### config.mk
export PLATFORM = sky130hd
export DESIGN_NAME = phrase_queue_drop_oldest
export DESIGN_NICKNAME = d
export VERILOG_FILES = /design/src/design/pqdo_pkg.sv /design/src/design/pqdo_cell.sv /design/src/design/phrase_queue_drop_oldest.sv
export VERILOG_INCLUDE_DIRS = /design/src /design/src/design
export SDC_FILE = /design/constraint.sdc
export NUM_CORES = 1
export LEC_CHECK = 0
export ABC_CLOCK_PERIOD_IN_PS = 6500
export BUFFER_PORTS_ARGS = -buffer_cell sky130_fd_sc_hd__buf_2
export CAP_MARGIN = 20
export CORE_ASPECT_RATIO = 0.7
export CORE_UTILIZATION = 60
export DETAILED_ROUTE_END_ITERATION = 8
export GPL_TIMING_DRIVEN = 0
export PLACE_DENSITY = 0.86
export REMOVE_ABC_BUFFERS = 1
export SETUP_SLACK_MARGIN = 0.4
export SLEW_MARGIN = 20
export SYNTH_ARGS = -nofsm -noshare
export SYNTH_HDL_FRONTEND = slang
export SYNTH_SLANG_ARGS = --single-unit
### constraint.sdc
create_clock -name clk_i -period 6.5 [get_ports clk_i]
set_clock_uncertainty 0.15 [all_clocks]
set_input_delay 1.3 -clock clk_i [delete_from_list [all_inputs] [get_ports clk_i]]
set_output_delay 1.3 -clock clk_i [all_outputs]
set_load 0.01 [all_outputs]
### src/design/phrase_queue_drop_oldest_assert.svh
// Assertion macros for the phrase queue block.
// Expects clk_i and rst_ni in the scope of every use.
`ifndef PHRASE_QUEUE_DROP_OLDEST_ASSERT_SVH
`define PHRASE_QUEUE_DROP_OLDEST_ASSERT_SVH

// Check a property on every clock edge outside reset.
`define PQDO_ASSERT(lbl, prop, msg) \
  lbl: assert property (@(posedge clk_i) disable iff (!rst_ni) (prop)) else $error(msg);

// Check a property on every clock edge, reset included.
`define PQDO_ASSERT_ALWAYS(lbl, prop, msg) \
  lbl: assert property (@(posedge clk_i) (prop)) else $error(msg);

`endif

### src/design/pqdo_pkg.sv
// Shared constants and types for the phrase queue block.
// No dependencies.
`default_nettype none

package pqdo_pkg;

  localparam int PHRASE_COUNT = 64;
  localparam int MAX_QUEUED   = 14;

  localparam int ENTRY_W = 6;
  localparam int MASK_W  = 64;
  localparam int CNT_W   = $clog2(MAX_QUEUED + 1);
  localparam int IDX_W   = (MAX_QUEUED > 1) ? $clog2(MAX_QUEUED) : 1;
  localparam int ADDR_W  = 3;
  localparam int DATA_W  = 64;

  typedef enum logic [1:0] {
    MODE_PUSH  = 2'd0,
    MODE_TICK  = 2'd1,
    MODE_CLEAR = 2'd2
  } mode_e;

  typedef enum logic [1:0] {
    ST_IDLE,
    ST_SCAN,
    ST_EMIT
  } state_e;

  localparam logic [ADDR_W-1:0] ADDR_VALID_MASK = '0;

  // Per-cell control: shift takes the neighbor's word, load takes the new word.
  typedef struct packed {
    logic shift;
    logic load;
  } cell_ctrl_t;

endpackage

`default_nettype wire

### src/design/pqdo_cell.sv
// One queue slot of the phrase queue chain.
// Depends on pqdo_pkg for the entry width and the control struct.
`default_nettype none

module pqdo_cell import pqdo_pkg::*; (
  input  wire                clk_i,
  input  cell_ctrl_t         ctrl_i,
  input  wire  [ENTRY_W-1:0] load_data_i,
  input  wire  [ENTRY_W-1:0] nbr_data_i,
  output logic [ENTRY_W-1:0] entry_o
);

  logic [ENTRY_W-1:0] entry_q, entry_d;

  // Load wins over shift; otherwise hold.
  always_comb begin
    entry_d = entry_q;
    if (ctrl_i.load) begin
      entry_d = load_data_i;
    end else if (ctrl_i.shift) begin
      entry_d = nbr_data_i;
    end
  end

  always_ff @(posedge clk_i) begin
    entry_q <= entry_d;
  end

  assign entry_o = entry_q;

endmodule

`default_nettype wire

### src/design/phrase_queue_drop_oldest.sv
// Top level of the phrase queue: control, fill count, result register, APB port.
// Depends on pqdo_pkg, pqdo_cell and phrase_queue_drop_oldest_assert.svh.
//
// Usage: one input word per handshake (in_valid_i / in_stall_o) carries mode,
// phrase, urgent and playing. Every accepted word gives exactly one result word
// on out_valid_o / out_stall_i. The queue is a row of slots; slot 0 is the
// oldest entry and every pop moves the whole row one slot toward it.
// Push, clear, and a tick that does not scan (player busy or gap pending) go
// from idle straight to the emit state, and the next word is taken once their
// result has moved into the result register. A scanning tick pops one entry
// per cycle until an entry with available audio is found or the queue is
// empty; the single-entry pop of the slot row sets that pace.
// The result register frees the core: a finished result waits there while the
// next word is accepted and worked on. If the receiver still stalls when that
// next result is ready, the core holds it and stalls the input side.
// valid_mask is written at byte address 0 of the APB port (64-bit data).
// Reset empties the queue, clears the gap and the mask and drops any result.
`default_nettype none

module phrase_queue_drop_oldest import pqdo_pkg::*; (
  input  wire                clk_i,
  input  wire                rst_ni,
  // input channel
  input  wire                in_valid_i,
  output logic               in_stall_o,
  input  wire  [1:0]         mode_i,
  input  wire  [7:0]         phrase_i,
  input  wire                urgent_i,
  input  wire                playing_i,
  // output channel
  output logic               out_valid_o,
  input  wire                out_stall_i,
  output logic               start_play_o,
  output logic [5:0]         play_phrase_o,
  output logic               stop_play_o,
  output logic               speaking_o,
  output logic [3:0]         queue_count_o,
  // configuration port
  input  wire                psel,
  input  wire                penable,
  input  wire                pwrite,
  input  wire  [ADDR_W-1:0]  paddr,
  input  wire  [DATA_W-1:0]  pwdata,
  output logic [DATA_W-1:0]  prdata,
  output logic               pready
);

  state_e             state_q, state_d;
  logic [CNT_W-1:0]   fill_q, fill_d;
  logic               gap_q, gap_d;
  logic [MASK_W-1:0]  mask_q;
  logic               res_start_q, res_start_d;
  logic [ENTRY_W-1:0] res_phrase_q, res_phrase_d;
  logic               res_stop_q, res_stop_d;
  logic               playing_q, playing_d;
  logic               out_valid_q, out_valid_d;
  logic               out_start_q, out_stop_q, out_speak_q;
  logic [ENTRY_W-1:0] out_phrase_q;
  logic [3:0]         out_count_q;

  logic               accept;
  logic               emit;
  logic               push_ok;
  logic               push_full;
  logic               pop;
  logic [IDX_W-1:0]   load_idx;
  logic [ENTRY_W-1:0] head_entry;

  cell_ctrl_t         ctrl     [MAX_QUEUED];
  logic [ENTRY_W-1:0] entries  [MAX_QUEUED];

  // Configuration register
  assign pready = 1'b1;
  assign prdata = (paddr == ADDR_VALID_MASK) ? mask_q : '0;

  always_ff @(posedge clk_i or negedge rst_ni) begin
    if (!rst_ni) begin
      mask_q <= '0;
    end else if (psel && penable && pwrite && pready && paddr == ADDR_VALID_MASK) begin
      mask_q <= pwdata;
    end
  end

  assign in_stall_o = (state_q != ST_IDLE);
  assign accept     = in_valid_i && !in_stall_o;
  assign emit       = (state_q == ST_EMIT) && (!out_valid_q || !out_stall_i);
  assign head_entry = entries[0];
  assign push_ok    = ({1'b0, phrase_i} < 9'(PHRASE_COUNT)) && (phrase_i < 8'd64);

  // Next state, fill count, gap and pending result
  always_comb begin
    state_d      = state_q;
    fill_d       = fill_q;
    gap_d        = gap_q;
    res_start_d  = res_start_q;
    res_phrase_d = res_phrase_q;
    res_stop_d   = res_stop_q;
    playing_d    = playing_q;
    push_full    = 1'b0;
    pop          = 1'b0;
    load_idx     = IDX_W'(fill_q);
    unique case (state_q)
      ST_IDLE: begin
        if (accept) begin
          res_start_d  = 1'b0;
          res_phrase_d = '0;
          res_stop_d   = 1'b0;
          playing_d    = playing_i;
          state_d      = ST_EMIT;
          unique case (mode_i)
            MODE_PUSH: begin
              if (urgent_i) begin
                res_stop_d = 1'b1;
                load_idx   = '0;
                fill_d     = push_ok ? CNT_W'(1) : '0;
              end else if (fill_q == CNT_W'(MAX_QUEUED)) begin
                push_full = push_ok;
                load_idx  = IDX_W'(MAX_QUEUED - 1);
              end else begin
                fill_d = fill_q + CNT_W'(push_ok);
              end
            end
            MODE_TICK: begin
              if (!playing_i) begin
                if (gap_q) begin
                  gap_d = 1'b0;
                end else begin
                  state_d = ST_SCAN;
                end
              end
            end
            MODE_CLEAR: begin
              fill_d = '0;
              gap_d  = 1'b0;
            end
            default: begin
            end
          endcase
        end
      end
      ST_SCAN: begin
        // Pop the oldest entry; start it if its audio is available.
        if (fill_q == '0) begin
          state_d = ST_EMIT;
        end else begin
          pop    = 1'b1;
          fill_d = fill_q - CNT_W'(1);
          if (mask_q[head_entry]) begin
            res_start_d  = 1'b1;
            res_phrase_d = head_entry;
            gap_d        = 1'b1;
            state_d      = ST_EMIT;
          end
        end
      end
      ST_EMIT: begin
        if (emit) begin
          state_d = ST_IDLE;
        end
      end
      default: begin
        state_d = ST_IDLE;
      end
    endcase
  end

  always_ff @(posedge clk_i or negedge rst_ni) begin
    if (!rst_ni) begin
      state_q <= ST_IDLE;
      fill_q  <= '0;
      gap_q   <= 1'b0;
    end else begin
      state_q <= state_d;
      fill_q  <= fill_d;
      gap_q   <= gap_d;
    end
  end

  always_ff @(posedge clk_i) begin
    res_start_q  <= res_start_d;
    res_phrase_q <= res_phrase_d;
    res_stop_q   <= res_stop_d;
    playing_q    <= playing_d;
  end

  // Slot controls: shift on pop or full push, load at the tail
  always_comb begin
    for (int i = 0; i < MAX_QUEUED; i++) begin
      ctrl[i].shift = pop || push_full;
      ctrl[i].load  = accept && (mode_i == MODE_PUSH) && push_ok
                      && (load_idx == IDX_W'(i));
    end
  end

  // Row of queue slots, slot 0 oldest
  for (genvar g = 0; g < MAX_QUEUED; g++) begin : g_slot
    logic [ENTRY_W-1:0] nbr;
    if (g == MAX_QUEUED - 1) begin : g_last
      assign nbr = entries[g];
    end else begin : g_mid
      assign nbr = entries[g+1];
    end
    pqdo_cell u_slot (
      .clk_i       (clk_i),
      .ctrl_i      (ctrl[g]),
      .load_data_i (phrase_i[ENTRY_W-1:0]),
      .nbr_data_i  (nbr),
      .entry_o     (entries[g])
    );
  end

  // Result register: load on emit, drop when taken
  always_comb begin
    out_valid_d = out_valid_q;
    if (emit) begin
      out_valid_d = 1'b1;
    end else if (out_valid_q && !out_stall_i) begin
      out_valid_d = 1'b0;
    end
  end

  always_ff @(posedge clk_i or negedge rst_ni) begin
    if (!rst_ni) begin
      out_valid_q <= 1'b0;
    end else begin
      out_valid_q <= out_valid_d;
    end
  end

  always_ff @(posedge clk_i) begin
    if (emit) begin
      out_start_q  <= res_start_q;
      out_phrase_q <= res_phrase_q;
      out_stop_q   <= res_stop_q;
      out_speak_q  <= playing_q || (fill_q != '0);
      out_count_q  <= 4'(fill_q);
    end
  end

  assign out_valid_o   = out_valid_q;
  assign start_play_o  = out_start_q;
  assign play_phrase_o = out_phrase_q;
  assign stop_play_o   = out_stop_q;
  assign speaking_o    = out_speak_q;
  assign queue_count_o = out_count_q;

  // Assertions
  `include "phrase_queue_drop_oldest_assert.svh"

  `PQDO_ASSERT(a_scan_pops_one, (state_q == ST_SCAN && fill_q != '0) |=> (fill_q == $past(fill_q) - CNT_W'(1)), "scan step must pop exactly one entry")
  `PQDO_ASSERT(a_start_sets_gap, (state_q == ST_EMIT && res_start_q) |-> gap_q, "started phrase must leave a gap pending")
  `PQDO_ASSERT(a_count_bound, out_valid_o |-> (queue_count_o <= 4'(MAX_QUEUED)), "reported count exceeds queue depth")
  `PQDO_ASSERT(a_speak_nonempty, (out_valid_o && queue_count_o != 4'd0) |-> speaking_o, "non-empty queue must report speaking")

endmodule

`default_nettype wire
==> impl_metrics.tcl <==
set metrics [dict create \
    insertion_delay_ns 0.43 \
    hp-start "res_phrase_q[3]" \
    cts_tree "done" \
    pre_cts_ws_ns 2.57 \
    synthArstFlopShare 0.404 \
    die_area_mm2 0.0147 \
    synth_edf_count 106 \
    grt_pass1_wl_um 28500 \
    rr_endpoint "g_slot[3].u_slot.entry_o[4]" \
    end_kind "primary output" \
    status "finished, final reports clean" \
    clockBufferDepth 2 \
    crit-reg2reg-launch "fill_q[0]" \
    worstPathRequired_ns 5.05 \
    synth-main-ff-cell "edfxtp_1" \
    slowest_delay_ns 0.22 \
    tns_ns 0 \
    mappedNetlistArea_mm2 0.00855 \
    num_rows 36 \
    hold_path.class "reg -> reg" \
    n_fill_cell 865 \
    powerDensity_mw_per_mm2 311 \
    antenna_cells 0 \
    postSynthCellCount 574 \
    leakage_nw 4.32 \
    nets 818 \
    hold_end "play_phrase_o[3]" \
    h-tree-depth 4 \
    gr-total-overflow 0 \
    drt_wl_total_um 18200 \
    dp_hpwl_um 12700 \
    vias_per_cell 5.78 \
    drc 0 \
    cts_sinks 178 \
    grt_usage 0.265 \
    yosys_warnings 0 \
    fin_ws_ns 2.55 \
    yosysSeqAreaShare 0.583 \
    ff2ff_path_depth 7 \
    fmax_ghz 0.253 \
    hold_violations 0 \
    final_layout_size_suffix_gt1_frac 0.518 \
    antenna_found_initial 0 \
    regArea_mm2 0.00498 \
    rrSetupSlack_ns 3.35 \
    postCtsSetupBuffers 0 \
    hold_path_depth 0 \
    mostFrequentLayoutCells "163 x buf_2, 130 x mux2_2, 106 x edfxtp_1, 73 x and2_1, 72 x dfrtp_1" \
    period_needed_ns 3.95 \
    yosys-top-cells-area "edfxtp_1 37%, dfrtp_1 21%, mux2_2 17%, and2_1 5.3%, mux4_2 4.2%" \
    routedWlPerCell_um 19.6 \
    routabilityCongestion 0.833 \
    worst_path_dominant_cell_family "buffers and inverters" \
    multiInputGateArea_mm2 0.00339 \
    synth-seq-cells 178 \
    grt_pass1_vias 5387 \
    ios 166 \
    final_common_cell "buf_2" \
    yosysTopAreaCell "edfxtp_1" \
    cp_max_fo 19 \
    fin_crit_sh 0.607 \
    initial_core_util 0.614 \
    drv_slew 0 \
    worst_pin_slew_ns 1.04 \
    io_buffers 164 \
    clkTransAtPathRegs_ns 0.07 \
    antenna_left 0 \
    slowest_stage "buf_4" \
    cts_resized 0 \
    syn_area_per_cell_um2 14.9 \
    dr.pass1.iters 4 \
    synth_top_cell_area_share 0.372 \
    path_class "in -> out" \
    cp_cell_sequence "buf_2 -> nor3_2 -> buf_4 -> buf_6 -> buf_4 -> and2_1 -> buf_2" \
    design.core.area_mm2 0.0139 \
    area_growth_pct 18.8 \
    maxCapViolCount 0 \
    vias 5377 \
    critical_path_buf_inv_count 5 \
    slew_headroom 0.306 \
    cts_buffers 17 \
    cts_hold_buf 0 \
    ir_drop_uv 228 \
    dieWidth_um 145 \
    first_iter_violations 293 \
    rsz0062_at_grt "false" \
    start_kind "input pin" \
    clock-root-buffer "clkbuf_16" \
    crit_arrival_ns 2.50 \
    yosysUniqueCellTypes 52 \
    finalSetupViolCount 0 \
    grt_start_max_net_pins 50 \
    fp.dieH_um 102 \
]
-- cell families after synthesis --
group	after synthesis	share of synthesized area
adders and majority gates	4	0.00586
and+or+nand+nor	147	0.112
other	1	0.000439
buffers and inverters	40	0.0225
muxes	166	0.244
AOI/OAI and AO/OA	38	0.0318
DFF	178	0.583
-- flip-flops by register name, indices dropped and copies added (netlist names), 2 cells and up --
register / cells
g_slot.u_slot.entry_o: 84
res_phrase_q: 6
state_q: 2
play_phrase_o: 6
mask_q: 64
queue_count_o: 4
fill_q: 4
-- routing by layer --
metal / share of wire / global-route usage / vias to the layer above
li1: - / - / 2443
met1: 0.44 / 0.350 / 2740
met2: 0.50 / 0.439 / 171
met3: 0.044 / 0.0600 / 23
met4: 0.017 / 0.0883 / 0
met5: 0 / 0 / -
-- where the power goes --
| part | total (mW) | leakage [nW] | switching (mW) | internal [mW] |
|---|---|---|---|---|
| Combinational | 0.557 | 2.13 | 0.302 | 0.255 |
| Sequential | 1.54 | 1.89 | 0.131 | 1.41 |
| Clock | 1.06 | 0.298 | 0.448 | 0.616 |
| Total | 3.16 | 4.32 | 0.881 | 2.28 |
-- how the worst max path moves through the flow --
stage	slack, ns	start	to	cells after the start
floorplan	0.57	paddr[1]	mask_q[0]	3
global placement	-1.55	paddr[1]	mask_q[1]	4
detailed placement	2.57	paddr[1]	prdata[9]	7
CTS	2.57	paddr[1]	prdata[9]	7
global route	2.45	paddr[1]	prdata[13]	7
finish	2.55	paddr[1]	prdata[9]	7
-- stage by stage --
step                      power (mW)  utilization  hold WS, ns  instance area (µm²)  std cells
final                           3.16        0.730        0.272                10200        931
after global routing            3.30        0.730        0.289                10200        931
after CTS                       3.17        0.729        0.274                10100        931
after floorplan                 1.89            -        0.250                 8370        539
after detailed placement        2.11        0.684        0.255                 9530        899
after global placement          2.07        0.678        0.254                 9430        893
-- final cells by class --
type	instances	share of cell area
flip-flops and latches	178	0.491
inverters	5	0.00185
well taps	190	0.0234
multi-input cells	356	0.333
clock buffers	17	0.0419
repair buffers	170	0.0894
clock inverters	15	0.0192
-- cells in the mapped netlist, drive strengths merged (2+ instances only) --
library cell,instances
a211oi,2
a21oi,5
a22o,2
a31oi,5
and2,73
and3,2
buf,17
clkbuf,18
dfrtp,72
edfxtp,106
ha,4
inv,5
mux2,142
mux2i,8
mux4,16
nand2,13
nand2b,5
nand3,7
nand3b,6
nand4,2
nor2,24
nor2b,2
nor3,7
nor4,2
o211ai,2
o21ai,14
Note: power is estimated with default switching activity, not from simulation.
